<file path="src/atb_ram.sv">
// Generic single-write, single-read synchronous RAM with registered read.
// No dependencies.
`default_nettype none
module atb_ram #(
	parameter int WIDTH = 8,
	parameter int DEPTH = 16
) (
	input wire logic clk,
	input wire logic we,
	input wire logic [$clog2(DEPTH)-1:0] waddr,
	input wire logic [WIDTH-1:0] wdata,
	input wire logic [$clog2(DEPTH)-1:0] raddr,
	output logic [WIDTH-1:0] rdata
);
	logic [WIDTH-1:0] mem_q [DEPTH];

	always_ff @(posedge clk) begin
		if (we) begin
			mem_q[waddr] <= wdata;
		end
		rdata <= mem_q[raddr];
	end
endmodule
`default_nettype wire

</file>
<file path="config.mk">
export PLATFORM = sky130hd
export DESIGN_NAME = atb_ram
export DESIGN_NICKNAME = d
export VERILOG_FILES = /design/src/atb_ram.sv
export SDC_FILE = /design/constraint.sdc
export NUM_CORES = 1
export LEC_CHECK = 0
export ABC_AREA = 1
export BUFFER_PORTS_ARGS = -buffer_cell sky130_fd_sc_hd__buf_2
export CORE_MARGIN = 1
export CORE_UTILIZATION = 60
export CTS_CLUSTER_DIAMETER = 100
export DETAILED_ROUTE_END_ITERATION = 16
export PLACE_DENSITY = 0.78
export RECOVER_POWER = 25
export REMOVE_ABC_BUFFERS = 1
export SYNTH_ARGS = -nofsm -noshare
export SYNTH_HDL_FRONTEND = slang
export SYNTH_SLANG_ARGS = --single-unit
</file>
<file path="constraint.sdc">
create_clock -name clk -period 1.4 [get_ports clk]
set_clock_uncertainty 0.15 [all_clocks]
set_input_delay 0.14 -clock clk [delete_from_list [all_inputs] [get_ports clk]]
set_output_delay 0.14 -clock clk [all_outputs]
set_load 0.03 [all_outputs]
</file>
==> results.py <==
metrics = {
    "outcome": {
        "status": "complete, no violations",
    },
    "floorplan": {
        "io_pins": 26,
        "num_rows": 35,
        "die-area_um2": 10000,
        "start_util_pct": 62.1,
        "dieWidth_um": 100,
        "core_um2": 9280,
        "die_h_um": 100,
    },
    "critical_path": {
        "worstPathCellList": "buf_2",
        "startpoint_type": "register",
        "cp_num_buf_inv": 1,
        "crit_type": "register to output port",
        "worst_path_max_delay_cell": "dfxtp_1",
        "crit_family": "flip-flops",
        "required_ns": 1.11,
        "cp.arrival_ns": 1.08,
        "endpoint_kind": "output port",
        "cp_max_fo": 1,
        "max_stage_delay_ns": 0.35,
    },
    "clocking": {
        "clock_path_buffers": 2,
        "cts_root_buffer": "clkbuf_8",
        "cts_tree": "done",
        "clock_insertion_delay_worst_skew_ns": 0.52,
        "cts_buffers": 17,
        "h-tree-depth": 4,
        "clk_pin_slew_worst_paths_ns": 0.06,
        "cts_sinks": 136,
    },
    "final_layout": {
        "mostFrequentLayoutCell": "nand2_1",
        "seq_area_um2": 4000,
        "multi_input_area_um2": 1210,
        "mostFrequentLayoutCells": "173 x nand2_1, 128 x edfxtp_1, 100 x inv_1",
        "final_nets": 626,
        "finalNonFillerCells": 750,
        "drive_gt1_share_pct": 11.0,
        "fill_cells": 631,
        "antennaDiodeCount": 0,
        "area_growth_pct": 16.9,
    },
    "power": {
        "leakage_nw": 2.93,
        "power_density_nw_per_um2": 1400,
        "peakVddDrop_uv": 923,
    },
    "synth": {
        "synth_cells": 551,
        "yosysWarnings": 0,
        "synth_seq_area_share_pct": 69.4,
        "synth_mux_area_share_pct": 0,
        "synthAdderAreaFrac_pct": 0,
        "syn_area_per_cell_um2": 10.5,
        "synth_compound_area_share_pct": 0,
        "netlist-cell-type-count": 12,
        "netlist_area_um2": 5770,
        "ys_ff_latch": 136,
        "synth-simple-area-share_pct": 21.0,
        "synth_top_family_by_area": "simple AND/OR/NAND/NOR gates",
        "synth-xor-area-share_pct": 0,
    },
    "min_path": {
        "min_path_type": "primary input to register",
    },
    "sta": {
        "slew_headroom_pct": 47.2,
        "max_freq_ghz": 0.729,
        "setup_tns_ns": 0,
        "maxSlewViolCount": 0,
        "period_share_pct": 98.0,
        "setup_viol": 0,
        "finalHoldViolCount": 0,
        "rsz0062_at_grt": "no",
        "finalCriticalPeriod_ns": 1.37,
        "worstMarginPinSlew_ns": 0.792,
    },
    "place": {
        "place_congestion": 0.837,
        "placed_cells": 709,
        "dp_hpwl_um": 7830,
        "io_buffers": 25,
    },
    "drt": {
        "drtPass1Iterations": 5,
        "drt-total-wl_um": 13700,
        "drt-initial-drc-count": 432,
        "drtAntennaViolNets": 0,
        "wire_per_inst_um": 18.3,
        "vias_per_cell": 5.48,
        "drc": 0,
        "vias": 4111,
    },
    "global_routing": {
        "grt-ovfl-total": 0,
        "grt_usage_pct": 29.7,
        "antenna_found_initial": 0,
        "grt_pass1_vias": 4226,
        "grt_max_degree": 65,
        "grt_pass1_wl_um": 21500,
    },
    "run": {
        "drv_cap": 0,
    },
}
area by class of cell:
class                           instances  area share (%)
Sequential cell                       136            59.4
Multi-Input combinational cell        289            18.0
Timing Repair Buffer                   62            6.35
Clock buffer                           19            6.25
Inverter                              102            5.68
Tap cell                              129            2.39
Clock inverter                         13            1.93
state kept, by name, indices dropped and copies added (netlist names):
name,flops
rdata,8
mem_q,128
final timing paths:
path / start / endpoint / slack (ns) / depth (start not counted)
worst max register to register: mem_q[7][6]$_DFFE_PP_ / rdata[6]$_DFF_P_ / 0.18 / 6
worst min-delay path: raddr[2] / rdata[6]$_DFF_P_ / 0.06 / 6
worst max-delay path: rdata[7]$_DFF_P_ / rdata[7] / 0.03 / 1
worst min register to register: mem_q[11][6]$_DFFE_PP_ / rdata[6]$_DFF_P_ / 0.52 / 6
cells in the mapped netlist:
cell      count  area, µm²
nor2_1       17       63.8
inv_2         2       7.51
nand3b_1      2       15.0
buf_6         6       67.6
dfxtp_1       8        160
nand2_1     173        649
inv_1       100        375
buf_2        13       65.1
buf_1         1       3.75
edfxtp_1    128       3840
nand3_1      97        485
buf_4         4       30.0
tightest hold or removal path, stage by stage:
cell and delay, ns:
buf_2 0.11, inv_1 0.07, buf_4 0.17, nand3_1 0.09
nand3_1 0.06, nand2_1 0.05
kinds of logic after synthesis:
logic type,after synthesis
AND/OR/NAND/NOR,289
flip-flops,136
buffers and inverters,126
routing by layer:
layer,global-route usage [%],wire length (µm),share of wire (%),up-vias
li1,-,-,-,1885
met1,35.7,5110,37,1953
met2,49.8,6880,50,220
met3,6.69,1060,7.8,53
met4,16.7,637,4.7,0
met5,0,0,0,-
power breakdown:
group / internal [mW] / switching, mW
sequential: 4.55 / 0.0317
clock: 2.52 / 1.66
combinational: 0.194 / 0.451
timing repair:
action	CTS	global route
hold endpoints to repair	136	0
buffers inserted	0	0
hold buffers	9	0
resized for setup	1	0
endpoints found under the setup margin	1	0
stage by stage:
step / setup slack (ns) / cell area (µm²) / power, mW / util (%) / hold WS [ns]
after global routing: 0.0155 / 6740 / 9.63 / 72.6 / 0.0830
final: 0.0280 / 6740 / 9.41 / 72.6 / 0.0556
after CTS: 0.0309 / 6790 / 9.42 / 73.2 / 0.0501
after detailed placement: 0.0634 / 6150 / 5.28 / 66.2 / 0.373
after floorplan: 0.130 / 5600 / 4.96 / - / 0.0889
after global placement: 0.108 / 6150 / 5.25 / 66.2 / 0.372
(Power assumes the default switching activity.)
